[src/rtl/lbt_radio_pkg.sv]
// Package for the listen-before-talk radio controller: mode, command and
// event codes, register indexes and register reset values.
// Depends on nothing; imported by listen_before_talk_radio_control.
`default_nettype none

package lbt_radio_pkg;

  localparam int unsigned CadCountW   = 8;
  localparam int unsigned RxCountW    = 8;
  localparam int unsigned CheckMsW    = 16;
  localparam int unsigned TimeW       = 32;
  localparam int unsigned RxLenW      = 8;
  localparam int unsigned CfgIndexW   = 2;
  localparam int unsigned CfgDataW    = 16;
  localparam int unsigned InDataW     = 48;
  localparam int unsigned OutDataW    = 8;

  localparam logic [CadCountW-1:0] CadRoundReset   = 8'd3;
  localparam logic [RxCountW-1:0]  RxRoundReset    = 8'd4;
  localparam logic [CheckMsW-1:0]  RxCheckMsReset  = 16'd100;

  // Configuration register indexes.
  localparam logic [CfgIndexW-1:0] CFG_CAD_ROUNDS = 2'd0;
  localparam logic [CfgIndexW-1:0] CFG_RX_ROUNDS  = 2'd1;
  localparam logic [CfgIndexW-1:0] CFG_RX_CHECK   = 2'd2;

  typedef enum logic [1:0] {
    ACT_POLL     = 2'd0,
    ACT_CAD_DONE = 2'd1,
    ACT_TX_DONE  = 2'd2,
    ACT_RX_PKT   = 2'd3
  } action_e;

  typedef enum logic [1:0] {
    CMD_NONE          = 2'd0,
    CMD_START_CAD     = 2'd1,
    CMD_START_RECEIVE = 2'd2,
    CMD_TRANSMIT      = 2'd3
  } cmd_e;

  typedef enum logic [4:0] {
    MODE_IDLE         = 5'b00001,
    MODE_RECEIVE      = 5'b00010,
    MODE_CAD_STARTED  = 5'b00100,
    MODE_CAD_FINISHED = 5'b01000,
    MODE_TRANSMIT     = 5'b10000
  } mode_e;

  localparam logic [2:0] MODE_CODE_IDLE         = 3'd0;
  localparam logic [2:0] MODE_CODE_RECEIVE      = 3'd1;
  localparam logic [2:0] MODE_CODE_CAD_STARTED  = 3'd2;
  localparam logic [2:0] MODE_CODE_CAD_FINISHED = 3'd3;
  localparam logic [2:0] MODE_CODE_TRANSMIT     = 3'd4;

  // Maps the one-hot mode to the code reported on the result stream.
  function automatic logic [2:0] mode_code(mode_e mode);
    logic [2:0] code;
    case (mode)
      MODE_RECEIVE:      code = MODE_CODE_RECEIVE;
      MODE_CAD_STARTED:  code = MODE_CODE_CAD_STARTED;
      MODE_CAD_FINISHED: code = MODE_CODE_CAD_FINISHED;
      MODE_TRANSMIT:     code = MODE_CODE_TRANSMIT;
      default:           code = MODE_CODE_IDLE;
    endcase
    return code;
  endfunction

endpackage

`default_nettype wire

[src/rtl/listen_before_talk_radio_control.sv]
// Listen-before-talk radio controller: one event word in, one result word out.
// An event word is held in an input register, its result in a result register;
// one word is accepted every cycle when the result side keeps up. The controller
// state registers (mode, round counts, check time, pending flag) are the only loop.
// Reset (asynchronous, active low) returns the controller to idle with all
// counters cleared and the configuration registers at their default values.
// Depends on lbt_radio_pkg.
`default_nettype none

module listen_before_talk_radio_control import lbt_radio_pkg::*; (
  input  wire logic                 clk_i,
  input  wire logic                 rst_ni,
  // Configuration write port.
  input  wire logic                 cfg_we_i,
  input  wire logic [CfgIndexW-1:0] cfg_index_i,
  input  wire logic [CfgDataW-1:0]  cfg_data_i,
  // Event stream.
  input  wire logic                 s_axis_tvalid_i,
  output logic                      s_axis_tready_o,
  // tdata: now_ms[31:0], tx_ready[32], rx_signal[33], packet_available[34],
  //        channel_busy[35], rx_length[43:36], zero[47:44]
  input  wire logic [InDataW-1:0]   s_axis_tdata_i,
  // tuser: action[1:0]
  input  wire logic [1:0]           s_axis_tuser_i,
  // Result stream.
  output logic                      m_axis_tvalid_o,
  input  wire logic                 m_axis_tready_i,
  // tdata: radio_mode[2:0], radio_command[4:3], deliver_rx[5], zero[7:6]
  output logic [OutDataW-1:0]       m_axis_tdata_o
);

  // Input register.
  logic                 in_valid_q;
  action_e              in_action_q;
  logic [TimeW-1:0]     in_now_q;
  logic                 in_tx_ready_q, in_rx_signal_q, in_pkt_avail_q, in_busy_q;
  logic [RxLenW-1:0]    in_rx_len_q;

  // Configuration registers.
  logic [CadCountW-1:0] cfg_cad_rounds_q;
  logic [RxCountW-1:0]  cfg_rx_rounds_q;
  logic [CheckMsW-1:0]  cfg_rx_check_q;

  // Controller state.
  mode_e                mode_q, mode_d;
  logic [CadCountW-1:0] cad_left_q, cad_left_d;
  logic [RxCountW-1:0]  rx_left_q, rx_left_d;
  logic [TimeW-1:0]     last_check_q, last_check_d;
  logic                 rx_pending_q, rx_pending_d;

  // Result register.
  logic                 out_valid_q;
  logic [2:0]           out_mode_q;
  cmd_e                 out_cmd_q, cmd_d;
  logic                 out_deliver_q, deliver_d;

  logic                 advance;
  logic                 in_accept;
  mode_e                poll_mode;
  logic [TimeW-1:0]     elapsed;

  assign advance         = in_valid_q && (!out_valid_q || m_axis_tready_i);
  assign s_axis_tready_o = !in_valid_q || advance;
  assign in_accept       = s_axis_tvalid_i && s_axis_tready_o;

  always_ff @(posedge clk_i or negedge rst_ni) begin
    if (!rst_ni) begin
      in_valid_q <= 1'b0;
    end else if (s_axis_tready_o) begin
      in_valid_q <= s_axis_tvalid_i;
    end
  end

  always_ff @(posedge clk_i) begin
    if (in_accept) begin
      in_action_q    <= action_e'(s_axis_tuser_i);
      in_now_q       <= s_axis_tdata_i[31:0];
      in_tx_ready_q  <= s_axis_tdata_i[32];
      in_rx_signal_q <= s_axis_tdata_i[33];
      in_pkt_avail_q <= s_axis_tdata_i[34];
      in_busy_q      <= s_axis_tdata_i[35];
      in_rx_len_q    <= s_axis_tdata_i[43:36];
    end
  end

  always_ff @(posedge clk_i or negedge rst_ni) begin
    if (!rst_ni) begin
      cfg_cad_rounds_q <= CadRoundReset;
      cfg_rx_rounds_q  <= RxRoundReset;
      cfg_rx_check_q   <= RxCheckMsReset;
    end else if (cfg_we_i) begin
      case (cfg_index_i)
        CFG_CAD_ROUNDS: cfg_cad_rounds_q <= cfg_data_i[CadCountW-1:0];
        CFG_RX_ROUNDS:  cfg_rx_rounds_q  <= cfg_data_i[RxCountW-1:0];
        CFG_RX_CHECK:   cfg_rx_check_q   <= cfg_data_i;
        default: ;
      endcase
    end
  end

  // A pending received packet on a poll sends the controller back to idle
  // before the rest of the poll is evaluated.
  assign poll_mode = rx_pending_q ? MODE_IDLE : mode_q;
  assign elapsed   = in_now_q - last_check_q;

  always_comb begin
    mode_d       = mode_q;
    cad_left_d   = cad_left_q;
    rx_left_d    = rx_left_q;
    last_check_d = last_check_q;
    rx_pending_d = rx_pending_q;
    cmd_d        = CMD_NONE;
    deliver_d    = 1'b0;
    case (in_action_q)
      ACT_POLL: begin
        deliver_d    = rx_pending_q;
        rx_pending_d = 1'b0;
        mode_d       = poll_mode;
        case (poll_mode)
          MODE_IDLE: begin
            if (in_tx_ready_q) begin
              if (!in_rx_signal_q) begin
                mode_d     = MODE_CAD_STARTED;
                cad_left_d = cfg_cad_rounds_q;
                cmd_d      = CMD_START_CAD;
              end else begin
                mode_d    = MODE_RECEIVE;
                rx_left_d = cfg_rx_rounds_q;
              end
            end
          end
          MODE_CAD_FINISHED: begin
            if (in_pkt_avail_q) begin
              mode_d = MODE_TRANSMIT;
              cmd_d  = CMD_TRANSMIT;
            end else begin
              mode_d = MODE_IDLE;
            end
          end
          MODE_RECEIVE: begin
            // Wrapping compare on the millisecond clock.
            if (elapsed >= {{(TimeW-CheckMsW){1'b0}}, cfg_rx_check_q}) begin
              if (in_rx_signal_q) begin
                rx_left_d = cfg_rx_rounds_q;
              end else if (rx_left_q <= RxCountW'(1)) begin
                mode_d = MODE_IDLE;
              end else begin
                rx_left_d = rx_left_q - RxCountW'(1);
              end
              last_check_d = in_now_q;
            end
          end
          default: ;
        endcase
      end
      ACT_CAD_DONE: begin
        if (mode_q == MODE_CAD_STARTED) begin
          if (in_busy_q) begin
            mode_d    = MODE_RECEIVE;
            rx_left_d = cfg_rx_rounds_q;
            cmd_d     = CMD_START_RECEIVE;
          end else if (cad_left_q > CadCountW'(1)) begin
            cad_left_d = cad_left_q - CadCountW'(1);
            cmd_d      = CMD_START_CAD;
          end else begin
            mode_d = MODE_CAD_FINISHED;
          end
        end
      end
      ACT_TX_DONE: begin
        if (mode_q == MODE_TRANSMIT) begin
          mode_d = MODE_IDLE;
          cmd_d  = CMD_START_RECEIVE;
        end
      end
      ACT_RX_PKT: begin
        rx_pending_d = (in_rx_len_q != '0);
      end
      default: ;
    endcase
  end

  always_ff @(posedge clk_i or negedge rst_ni) begin
    if (!rst_ni) begin
      mode_q       <= MODE_IDLE;
      cad_left_q   <= '0;
      rx_left_q    <= '0;
      last_check_q <= '0;
      rx_pending_q <= 1'b0;
    end else if (advance) begin
      mode_q       <= mode_d;
      cad_left_q   <= cad_left_d;
      rx_left_q    <= rx_left_d;
      last_check_q <= last_check_d;
      rx_pending_q <= rx_pending_d;
    end
  end

  always_ff @(posedge clk_i or negedge rst_ni) begin
    if (!rst_ni) begin
      out_valid_q <= 1'b0;
    end else if (advance) begin
      out_valid_q <= 1'b1;
    end else if (m_axis_tready_i) begin
      out_valid_q <= 1'b0;
    end
  end

  always_ff @(posedge clk_i) begin
    if (advance) begin
      out_mode_q    <= mode_code(mode_d);
      out_cmd_q     <= cmd_d;
      out_deliver_q <= deliver_d;
    end
  end

  assign m_axis_tvalid_o = out_valid_q;
  assign m_axis_tdata_o  = {2'b00, out_deliver_q, out_cmd_q, out_mode_q};

  // A delivering poll always starts from idle, so it never ends in the
  // CAD finished or transmit mode.
  a_deliver_mode: assert property (@(posedge clk_i) disable iff (!rst_ni)
    out_valid_q && out_deliver_q |->
      (out_mode_q == MODE_CODE_IDLE) || (out_mode_q == MODE_CODE_RECEIVE) ||
      (out_mode_q == MODE_CODE_CAD_STARTED))
    else $error("deliver_rx reported with an impossible mode");

  a_tx_cmd_mode: assert property (@(posedge clk_i) disable iff (!rst_ni)
    out_valid_q && (out_cmd_q == CMD_TRANSMIT) |-> (out_mode_q == MODE_CODE_TRANSMIT))
    else $error("transmit command without transmit mode");

  a_cad_cmd_mode: assert property (@(posedge clk_i) disable iff (!rst_ni)
    out_valid_q && (out_cmd_q == CMD_START_CAD) |-> (out_mode_q == MODE_CODE_CAD_STARTED))
    else $error("start CAD command outside CAD started mode");

  a_advance_result: assert property (@(posedge clk_i) disable iff (!rst_ni)
    advance |=> out_valid_q)
    else $error("processed event word produced no result");

endmodule

`default_nettype wire
[config.mk]
export PLATFORM = sky130hd
export DESIGN_NAME = listen_before_talk_radio_control
export DESIGN_NICKNAME = d
export VERILOG_FILES = /design/src/rtl/lbt_radio_pkg.sv /design/src/rtl/listen_before_talk_radio_control.sv
export SDC_FILE = /design/constraint.sdc
export NUM_CORES = 1
export LEC_CHECK = 0
export ABC_AREA = 1
export BUFFER_PORTS_ARGS = -buffer_cell sky130_fd_sc_hd__buf_2
export CAP_MARGIN = 20
export CORE_MARGIN = 2
export CORE_UTILIZATION = 60
export DETAILED_ROUTE_END_ITERATION = 10
export PLACE_DENSITY = 0.77
export SYNTH_ARGS = -nofsm -noshare
export SYNTH_HDL_FRONTEND = slang
export SYNTH_SLANG_ARGS = --single-unit
[constraint.sdc]
create_clock -name clk_i -period 4.2 [get_ports clk_i]
set_clock_uncertainty 0.15 [all_clocks]
set_input_delay 0.42 -clock clk_i [delete_from_list [all_inputs] [get_ports clk_i]]
set_output_delay 0.42 -clock clk_i [all_outputs]
set_load 0.05 [all_outputs]
# --- Word-level counts from Yosys, hierarchy flattened ---
# Cells that the tools add are included.
op_classes:
  addsub: 3
  magnitude_cmp: 3
  n_eq_ne: 26
  muxes: 42
  reduce_logical: 19
op_table:
  columns: ["op", "count"]
  rows:
  - ["$mux 8", 13]
  - ["$mux 5", 10]
  - ["$pmux 8 s2", 3]
  - ["$ge 32x16->1", 1]
  - ["$sub 32x32->32", 1]
  - ["$pmux 5 s3", 2]
  - ["$sub 8x1->8 const B", 2]
  - ["$ne 2x2->1 const B", 6]
  - ["$pmux 3 s4", 1]
  - ["$eq 5x2->1 const B", 2]
  - ["$eq 5x3->1 const B", 2]
  - ["$eq 5x4->1 const B", 2]
  - ["$eq 5x5->1 const B", 2]
  - ["$ne 3x3->1 const B", 3]
  - ["$reduce_and 9->1", 1]
  - ["$gt 8x1->1 const B", 1]
  - ["$le 8x1->1 const B", 1]
  - ["$mux 2", 4]
  - ["$reduce_and 2->1", 4]
  - ["$reduce_and 8->1", 1]
  - ["$reduce_bool 8->1", 1]
  - ["$eq 2x2->1 const B", 3]
  - ["$pmux 2 s3", 1]
  - ["$reduce_bool 2->1", 3]
  - ["other kinds (14)", 23]
totals:
  ff_bits: 140
  in_bits: 73
  output_inout_bits: 10
  word_cells: 113

# --- Depth between registers and ports, before layout ---
# Gate-level depths: netlist of the first run.
depth:
  ltp_word: 8
  ltp_mapped: 29

# --- Worst setup path after synthesis of the first run ---
# OpenSTA, ideal clock, no wires.
synth_timing:
  kind: "register to register"
  from: "reg last_check_q[0]"
  to: "reg last_check_q[10]"
  setup_time_ns: 0.125
  arrival_ns: 3.091
  t_required_ns: 3.925
  setup_slack_ns: 0.834
  stages_incl_launch_ff: 23
  path_buffers: 1
  period_less_slack_ns: 3.366
  path_cell_list: "dfrtp_1 ha_1 fa_1 inv_1 nand2_1 nand3_1 nand2_2 nand2_4 xor2_1 ha_1 nand2_1 nor2_1 a211oi_1 nand2_1 nor2_1 nand2_1 nor2_2 nand2_2 nor2_4 nand2_4 nand3_4 buf_8 mux2_4"
synth_between:
  elab_chain_cells: 3
synth_lines:
  columns: ["item", "line_no", "text"]
  rows:
  - ["start: declaration", "listen_before_talk_radio_control.sv:48", "logic [TimeW-1:0] last_check_q, last_check_d;"]
  - ["start signal: assignment", "listen_before_talk_radio_control.sv:194", "last_check_q <= last_check_d;"]
  - ["$sub 32x32->32", "listen_before_talk_radio_control.sv:104", "assign elapsed = in_now_q - last_check_q;"]
  - ["$ge 32x16->1", "listen_before_talk_radio_control.sv:142", "if (elapsed >= {{(TimeW-CheckMsW){1'b0}}, cfg_rx_check_q}) begin"]
  - ["$reduce_and 4->1 (no line)", null, null]
# No other way between the ends.
# A chain may end at the register's enable or synchronous reset.

# --- Worst setup path after layout of the first run ---
layout_timing:
  from: "reg in_now_q[3]"
  to: "reg last_check_q[26]"
layout_between:
  elab_chain_cells: 3
layout_lines:
  columns: ["item", "line_no", "text"]
  rows:
  - ["start: declaration", "listen_before_talk_radio_control.sv:35", "logic [TimeW-1:0] in_now_q;"]
  - ["start signal: assignment", "listen_before_talk_radio_control.sv:77", "in_now_q <= s_axis_tdata_i[31:0];"]
  - ["$sub 32x32->32", "listen_before_talk_radio_control.sv:104", null]
  - ["$ge 32x16->1", "listen_before_talk_radio_control.sv:142", null]
  - ["$reduce_and 4->1 (no line)", null, null]
# No other way between the ends.

==> results of run 1 <==
## final cells by class
type / instances / share of cell area
Clock inverter: 9 / 0.00746
Sequential cell: 140 / 0.357
Timing Repair Buffer: 95 / 0.0551
Clock buffer: 23 / 0.0514
Multi-Input combinational cell: 797 / 0.421
Inverter: 240 / 0.0853
Tap cell: 188 / 0.0223
## power by group
group | leakage, nW | total, W | internal [W] | switching (W)
clock network | 0.309 | 0.00156 | 0.000930 | 0.000625
registers | 1.61 | 0.00201 | 0.00178 | 0.000228
logic | 3.71 | 0.00348 | 0.00132 | 0.00216
total | 5.64 | 0.00705 | 0.00404 | 0.00301
## critical path, stage by stage, from the launching register on
cell and delay (ns):
edfxtp_1 0.40, ha_2 0.39, nand2_1 0.11, nor2_1 0.16
nand2_1 0.07, nand3_1 0.16, nand2_1 0.08, nand2_1 0.10
xor2_1 0.19, ha_1 0.27, a21oi_1 0.15, nor2_1 0.06
a211oi_1 0.18, nand2_1 0.08, nor2_1 0.09, nand2_1 0.07
nor2_2 0.09, nand2_2 0.07, nor2_4 0.13, nand2_4 0.07
nand3_4 0.16, clkbuf_16 0.23, mux2_4 0.30
## flip-flops by register name, indices dropped and copies added, names as in the netlist
name	flops
mode_q	5
cfg_rx_check_q	16
out_mode_q	3
out_deliver_q	1
in_busy_q	1
in_pkt_avail_q	1
in_now_q	32
in_valid_q	1
in_tx_ready_q	1
cfg_cad_rounds_q	8
last_check_q	32
cfg_rx_rounds_q	8
rx_left_q	8
in_rx_len_q	8
cad_left_q	8
in_action_q	2
m_axis_tvalid_o	1
in_rx_signal_q	1
out_cmd_q	2
rx_pending_q	1
## cells in the final DEF (no fill, tap or decap), types with 3 or more instances in the layout
cell             n
nand2_1        351
inv_1          235
nor2_1          86
dfrtp_1         81
buf_2           75
o21ai_0         57
ha_1            52
edfxtp_1        52
a21oi_1         49
nand3_1         47
mux2_4          26
clkbuf_16       22
nand2_2         19
nor2_2          14
xor2_1          13
nand4_1         13
nor3_1           9
dlygate4sd3_1    9
buf_4            8
dfstp_2          7
inv_6            6
nor2_4           4
xnor2_1          4
a211oi_1         4
o211ai_1         4
mux2_2           4
inv_2            3
o21bai_1         3
nor4_1           3
a31oi_1          3
## through the flow
step / cells / hold slack, ns / power [W] / instance area (um2) / setup TNS (ns)
after floorplan: 1195 / -0.0256 / 0.00469 / 9220 / 0
after global placement: 1446 / 0.310 / 0.00534 / 9770 / 0
after detailed placement: 1446 / 0.318 / 0.00544 / 9770 / 0
after CTS: 1479 / 0.000890 / 0.00704 / 10400 / 0
after global routing: 1492 / 0.000270 / 0.00767 / 10600 / -0.0206
final: 1492 / 0.00869 / 0.00705 / 10600 / 0
## logic make-up after synthesis
group / after synthesis / share of synthesized area
AND/OR/NAND/NOR: 561 / 0.262
buffers and inverters: 258 / 0.110
flip-flops: 140 / 0.410
AO/OA/AOI/OAI: 131 / 0.0780
adder cells (fa/ha/maj): 56 / 0.0769
multiplexers: 30 / 0.0473
XOR/XNOR: 17 / 0.0162
other: 1 / 0.000407
## routing by layer
layer / up-vias / GRT usage
met2: 156 / 0.435
li1: 3946 / -
met3: 31 / 0.0538
met4: 0 / 0.0685
met5: - / 0
met1: 3583 / 0.321
## final timing paths
path	to	slack (ns)	cells past startpoint
max in group asynchronous	last_check_q[29]	2.58	3
worst min-delay path	in_now_q[12]	0.009	1
worst max register to register	last_check_q[26]	0.32	22
worst min register to register	cfg_rx_rounds_q[0]	0.33	2
worst max-delay path	last_check_q[26]	0.32	22
min in group asynchronous	rx_left_q[3]	0.46	2
## what timing repair did
item,CTS,global route
hold endpoints to repair,55,8
setup buffers,0,4
gates resized for setup,0,5
hold buffers,1,8
setup endpoints to repair,0,29
==> impl_metrics.json, run 1 <==
{
  "r2r-start": "in_now_q[3]",
  "min_period_ns": 3.88,
  "cp.arrival_ns": 4.04,
  "hold_viol_final": 0,
  "root_buffer": "clkbuf_16",
  "die_y_um": 128,
  "syn_inst": 1194,
  "ys_seq_elements": 140,
  "io_pins": 83,
  "yosysMostFrequentCell": "nand2_1",
  "setup_viol": 0,
  "required_ns": 4.36,
  "wl_per_cell_um": 13.3,
  "clk_latency_ns": 0.43,
  "nNetsFinal": 1420,
  "multi_input_area_mm2": 0.00445,
  "report.final.slew_viol_count": 0,
  "rows": 45,
  "relSlewSlack": 0.349,
  "synth-edff-count": 52,
  "power_leakage_nw": 5.64,
  "dr.first_iter.drc_count": 609,
  "cts_tree": "built",
  "routed-wl-met3_um": 982,
  "synth.area.top_cells": "dfrtp_1 (22%), edfxtp_1 (17%), nand2_1 (14%)",
  "synth_top_area_share": 0.220,
  "fp.dieW_um": 128,
  "grt_usage": 0.251,
  "grt_pass1_wl_um": 32600,
  "worstHoldPathType": "input port to flip-flop",
  "top_layer": "met4",
  "wl_met1_um": 8860,
  "worstPathMaxFanout": 9,
  "vias": 7716,
  "ant_nets": 0,
  "drc": 0,
  "critical_path_class": "flip-flop to flip-flop",
  "vias_per_cell": 5.17,
  "htreeDepth": 4,
  "synth_ff_type": "dfrtp_1",
  "final.setup.worst_slack_ns": 0.320,
  "dr.pass1.iters": 5,
  "ys_types": 53,
  "synth_area_per_cell_um2": 7.71,
  "diodes": 0,
  "max_freq_mhz": 258,
  "pre_cts_slack_ns": 0.288,
  "yosysSeqAreaShare": 0.410,
  "critPathCaptureType": "flip-flop",
  "clk_pin_slew_ns": 0.06,
  "cts_buffer_depth": 2,
  "grt_pass1_vias": 7051,
  "ir_drop_mv": 0.467,
  "yosys_warnings": 0,
  "synth_top_cell_by_area": "dfrtp_1",
  "fp.dieArea_mm2": 0.0164,
  "syn_to_final_growth_pct": 14.6,
  "initial_utilization": 0.610,
  "dp_hpwl_um": 14900,
  "numCtsBuffers": 17,
  "status": "finished clean",
  "place.gp.congestion": 0.921,
  "worst_setup_path_start_kind": "flip-flop",
  "period_share": 0.924,
  "clock_sinks": 140,
  "crit_start": "in_now_q[3]",
  "portBuffers": 76,
  "synthTopCellsByCount": "nand2_1 (351), inv_1 (236), nor2_1 (86)",
  "fp.coreArea_mm2": 0.0151,
  "fill_cells": 1250,
  "synth_area_mm2": 0.00921,
  "antenna_found_initial": 0,
  "ys_async_sr_fraction": 0.629,
  "grt_max_degree": 64,
  "worst_pin_slew_ns": 0.974,
  "wirelength_um": 19900,
  "met2WireLength_um": 9750,
  "layout-drive-gt1-share": 0.161,
  "powerDensity_mw_per_mm2": 668,
  "seqCellArea_mm2": 0.00377,
  "post-route-util": 0.700,
  "max-cap-violations": 0,
  "grt_overflow": 0,
  "hold_start": "s_axis_tdata_i[12]"
}
Note: power is estimated with default switching activity, not from simulation.
==> inputs of run 2 (changes only) <==
--- a/config.mk
+++ b/config.mk
@@ -8,5 +8,5 @@
 export ABC_AREA = 1
 export BUFFER_PORTS_ARGS = -buffer_cell sky130_fd_sc_hd__buf_2
-export CAP_MARGIN = 20
+export CAP_MARGIN = 0
 export CORE_MARGIN = 2
 export CORE_UTILIZATION = 60
==> constraint.sdc (replaced) <==
create_clock -name clk_i -period 4.2 [get_ports clk_i]
set_clock_uncertainty 0.15 [all_clocks]
set_input_delay 0.21 -clock clk_i [delete_from_list [all_inputs] [get_ports clk_i]]
set_output_delay 0.21 -clock clk_i [all_outputs]
set_load 0.05 [all_outputs]
==> run 2 against run 1 <==
Against the previous run: power about the same; critical endpoint is now last_check_q[17]; clock power is 4% lower; worst setup slack got worse by 0.0076 ns; flip-flop and latch count stayed put; final area rose by 4.8%; worst hold slack improved by 0.22 ns; highest routed layer unchanged.
==> impl_metrics.json, run 2 (synthesis results as in run 1) <==
{
  "status": "finished clean",
  "setup_viol": 0,
  "path_delay_family": "simple AND/OR/NAND/NOR gates",
  "clk_pin_slew_ns": 0.07,
  "htreeDepth": 4,
  "rows": 45,
  "period_share": 0.926,
  "max_freq_mhz": 257,
  "p_total_w": 0.00705,
  "critPathBufInv": 2,
  "dr.pass1.iters": 6,
  "ant_nets": 0,
  "grt_pass1_wl_um": 34500,
  "crit_path_frequent_cell": "nand2_1",
  "fp.coreArea_mm2": 0.0151,
  "drc": 0,
  "report.final.slew_viol_count": 0,
  "io_pins": 83,
  "worst_setup_path_start_kind": "flip-flop",
  "place_area_mm2": 0.00977,
  "vias_per_cell": 5.12,
  "final_design_area_no_fill_mm2": 0.0111,
  "grt_usage": 0.268,
  "final_common_cell": "nand2_1",
  "critPathCaptureType": "flip-flop",
  "crit_slowest_cell": "fa_1",
  "reg.largest.list": "in_now_q x32, last_check_q x32, cfg_rx_check_q x16",
  "die_y_um": 128,
  "fp.dieW_um": 128,
  "grt_setup_unrepaired": "no",
  "worstPathMaxFanout": 8,
  "initial_utilization": 0.610,
  "critical_path_class": "flip-flop to flip-flop",
  "place.gp.congestion": 0.928,
  "root_buffer": "clkbuf_16",
  "antenna_found_initial": 0,
  "clock_sinks": 140,
  "grt_pass1_vias": 7491,
  "hold_slack_ns": 0.227,
  "crit_chain": "ha_1 -> fa_1 -> inv_1 -> nand2_1 -> nand3_1 -> nand2_2 -> nand2_4 -> xor2_1 -> ha_1 -> nand2_1 -> nor2_1 -> a211oi_1 -> nand2_1 -> nor2_1 -> nand2_1 -> nor2_2 -> nand2_2 -> nor2_4 -> nand2_4 -> nand3_4 -> buf_4 -> mux2_4",
  "clockPowerShare": 0.213,
  "p_int_w": 0.00397,
  "worst_pin_slew_ns": 1.02,
  "portBuffers": 76,
  "layout-drive-gt1-share": 0.154,
  "grt_max_degree": 52,
  "cts_tree": "built",
  "grt_overflow": 0,
  "r2r-start": "last_check_q[0]",
  "numCtsBuffers": 17,
  "switching_share": 0.438,
  "hold_viol_final": 0,
  "syn_to_final_growth_pct": 20.2,
  "rr_worst_depth": 22,
  "nNetsFinal": 1476,
  "diodes": 0,
  "power_frac_seq": 0.286,
  "required_ns": 4.37,
  "powerDensity_mw_per_mm2": 637,
  "dr.first_iter.drc_count": 540,
  "fp.dieArea_mm2": 0.0164,
  "max-cap-violations": 0,
  "tns_ns": 0,
  "vias": 7929,
  "worstHoldPathType": "input port to async pin",
  "wl_per_cell_um": 13.6,
  "comb_power_share": 0.501,
  "ir_drop_mv": 0.476,
  "final_cell_mix": "nand2_1 (351), inv_1 (235), nor2_1 (86)",
  "dp_hpwl_um": 15100,
  "max_stage_delay_ns": 0.42,
  "netSwitchingPower_w": 0.00309,
  "wirelength_um": 21100,
  "cp.arrival_ns": 4.05,
  "r2r-end": "last_check_q[17]",
  "power_leakage_nw": 5.84,
  "clk_latency_ns": 0.43,
  "rrSetupSlack_ns": 0.31,
  "pre_cts_slack_ns": 0.252,
  "cts_buffer_depth": 2,
  "relSlewSlack": 0.322,
  "min_period_ns": 3.89,
  "final.setup.worst_slack_ns": 0.313
}
## run 2: changes by cell type in the layout (fill, tap and decap cells not counted)
cell / change
clkbuf_1: -1
clkinv_8: +1
clkinv_4: -1
inv_8: +3
dlygate4sd3_1: +58
inv_4: +1
clkbuf_16: -4
buf_6: -1
inv_6: +1
clkbuf_8: -1
## run 2: per-stage QoR
step,cells,utilization
after floorplan,1195,-
after global placement,1448,0.648
after detailed placement,1448,0.648
after CTS,1547,0.731
after global routing,1548,0.733
final,1548,0.733
## run 2: layer usage
layer | track usage | up-vias | part of all wire
met4 | 0.0950 | 0 | 0.018
met3 | 0.0434 | 31 | 0.035
met1 | 0.333 | 3666 | 0.44
met5 | 0 | - | 0
li1 | - | 4058 | -
met2 | 0.475 | 174 | 0.50
## run 2: layout make-up
type | count | area, um2
Clock buffer | 18 | 450
Timing Repair Buffer | 151 | 1130
Tap cell | 188 | 235
Clock inverter | 14 | 135
Fill cell | 1167 | 4020
Inverter | 240 | 901
Multi-Input combinational cell | 797 | 4450
Sequential cell | 140 | 3770
## run 2: timing repair
action	in CTS	in global routing
endpoints found under the setup margin	0	21
setup buffers	0	1
hold buffers	67	0
resized for setup	0	3
endpoints found under the hold margin	127	0
## run 2: power groups by stage
stage	sequential [W]	clock, W	combinational [W]
after floorplan	0.00201	0	0.00268
after global placement	0.00201	0	0.00333
after detailed placement	0.00203	0	0.00342
after CTS	0.00201	0.00152	0.00350
after global routing	0.00206	0.00159	0.00402
final	0.00202	0.00150	0.00354
## run 2: worst max path at each step
stage / start / end / slack, ns / cells past startpoint
after global placement: in_now_q[2] / last_check_q[16] / 0.34 / 22
after CTS: in_now_q[0] / last_check_q[17] / 0.19 / 23
after floorplan: last_check_q[0] / last_check_q[10] / 0.83 / 22
final: last_check_q[0] / last_check_q[17] / 0.31 / 22
after global routing: in_now_q[4] / out_mode_q[2] / 0.008 / 26
after detailed placement: last_check_q[0] / last_check_q[16] / 0.25 / 22
==> inputs of run 3 (changes only) <==
- CORE_MARGIN: 2 -> default
==> run 3 against run 2 <==
Against the previous run: clock power about the same; critical path depth up 1; non-clock buffer count down 3; first-iteration DRC count shrank 5.9%; flip-flop and latch count stayed put; fmax up 2.0%; clock-buffer cell count rose by 3; global-route usage increased by 1.3 points; largest power group unchanged.
==> impl_metrics.json, run 3 (synthesis results as in run 1) <==
{
  "worstHoldPathType": "input port to async pin",
  "critical_path_class": "flip-flop to flip-flop",
  "nNetsFinal": 1473,
  "final_common_cell": "nand2_1",
  "grt_setup_unrepaired": "no",
  "ant_nets": 0,
  "max_stage_delay_ns": 0.41,
  "reg.largest.list": "in_now_q x32, last_check_q x32, cfg_rx_check_q x16",
  "max-cap-violations": 0,
  "fp.dieArea_mm2": 0.0159,
  "crit_path_frequent_cell": "nand2_1",
  "initial_utilization": 0.624,
  "setup_viol": 0,
  "status": "finished clean",
  "htreeDepth": 4,
  "die_y_um": 126,
  "cts_buffer_depth": 2,
  "vias": 7905,
  "grt_pass1_wl_um": 35000,
  "grt_overflow": 0,
  "powerDensity_mw_per_mm2": 634,
  "dr.pass1.iters": 5,
  "critPathCaptureType": "flip-flop",
  "crit_slowest_cell": "fa_1",
  "layout-drive-gt1-share": 0.150,
  "crit_chain": "inv_1 -> ha_1 -> fa_1 -> inv_1 -> nand2_1 -> nand3_1 -> nand2_2 -> nand2_4 -> xor2_1 -> ha_1 -> nand2_1 -> nor2_1 -> a211oi_1 -> nand2_1 -> nor2_1 -> nand2_1 -> nor2_2 -> nand2_2 -> nor2_4 -> nand2_4 -> nand3_4 -> clkbuf_16 -> mux2_4",
  "clock_sinks": 140,
  "io_pins": 83,
  "hold_viol_final": 0,
  "post-route-util": 0.749,
  "dr.first_iter.drc_count": 508,
  "cp.arrival_ns": 3.97,
  "required_ns": 4.36,
  "tns_ns": 0,
  "grt_usage": 0.282,
  "cts_tree": "built",
  "grt_pass1_vias": 7679,
  "relSlewSlack": 0.316,
  "worstPathMaxFanout": 17,
  "min_period_ns": 3.81,
  "post_cts_buffers": 0,
  "fp.coreArea_mm2": 0.0148,
  "antenna_found_initial": 0,
  "clk_pin_slew_ns": 0.06,
  "grt_max_degree": 47,
  "fp.dieW_um": 126,
  "drc": 0,
  "diodes": 0,
  "place.gp.congestion": 0.904,
  "final_cell_mix": "nand2_1 (351), inv_1 (235), nor2_1 (86)",
  "ir_drop_mv": 0.403,
  "wirelength_um": 21400,
  "worst_setup_path_start_kind": "flip-flop",
  "vias_per_cell": 5.13,
  "wl_per_cell_um": 13.9,
  "critPathBufInv": 3,
  "numCtsBuffers": 17,
  "path_delay_family": "simple AND/OR/NAND/NOR gates",
  "portBuffers": 76,
  "syn_to_final_growth_pct": 19.9,
  "max_freq_mhz": 262,
  "rows": 44,
  "root_buffer": "clkbuf_16",
  "period_share": 0.907,
  "report.final.slew_viol_count": 0,
  "worst_pin_slew_ns": 1.02,
  "power_leakage_nw": 5.84,
  "dp_hpwl_um": 14700,
  "clk_latency_ns": 0.43
}
==> run 3: cell count changes in the layout (fill, tap and decap cells not counted), moves of 2 or more <==
cell,change
inv_8,-4
clkbuf_8,+3
clkinv_4,+3
inv_6,-5
inv_4,+2
buf_4,-4
ha_1,+2
==> run 3: worst paths after layout <==
check	startpoint	to	slack (ns)	depth (start not counted)
max in group asynchronous	rst_ni	cfg_rx_rounds_q[7]	2.70	3
worst min register to register	cfg_rx_rounds_q[0]	cfg_rx_rounds_q[0]	0.34	2
min in group clk_i	cfg_we_i	cfg_rx_rounds_q[2]	0.24	3
worst max register to register	in_now_q[0]	last_check_q[26]	0.39	23
worst min-delay path	rst_ni	cfg_rx_rounds_q[0]	0.19	2
worst max-delay path	in_now_q[0]	last_check_q[26]	0.39	23
==> run 3: stage by stage <==
| step | worst slack, ns | cell area [um2] | std cells | hold slack (ns) | power (W) |
|---|---|---|---|---|---|
| after CTS | 0.336 | 11000 | 1540 | 0.208 | 0.00697 |
| final | 0.390 | 11000 | 1541 | 0.187 | 0.00700 |
| after global placement | 0.434 | 9760 | 1441 | 0.116 | 0.00531 |
| after detailed placement | 0.367 | 9760 | 1441 | 0.113 | 0.00543 |
| after global routing | 0.0137 | 11000 | 1541 | 0.244 | 0.00762 |
| after floorplan | 0.834 | 9220 | 1195 | -0.236 | 0.00469 |
==> run 3: per-layer routing <==
metal  global-route usage  share of wire  vias up
met5                    0              0        -
met4               0.0950          0.019        0
met3               0.0573          0.044       32
met2                0.510           0.51      217
met1                0.332           0.43     3606
li1                     -              -     4050
==> run 3: report_power, final <==
part / internal, W / switching (W) / total, W
combinational: 0.00134 / 0.00216 / 0.00351
sequential: 0.00178 / 0.000236 / 0.00202
clock: 0.000868 / 0.000604 / 0.00147
==> run 3: what timing repair did <==
item / in CTS / in global routing
hold buffers: 67 / 0
endpoints found under the setup margin: 0 / 32
endpoints found under the hold margin: 122 / 0
resized for setup: 0 / 3
==> run 3: final cells by class <==
class	instances	area, um2
Fill cell	1133	3710
Multi-Input combinational cell	797	4440
Clock buffer	21	470
Timing Repair Buffer	148	1130
Sequential cell	140	3770
Clock inverter	11	104
Inverter	240	901
Tap cell	184	230
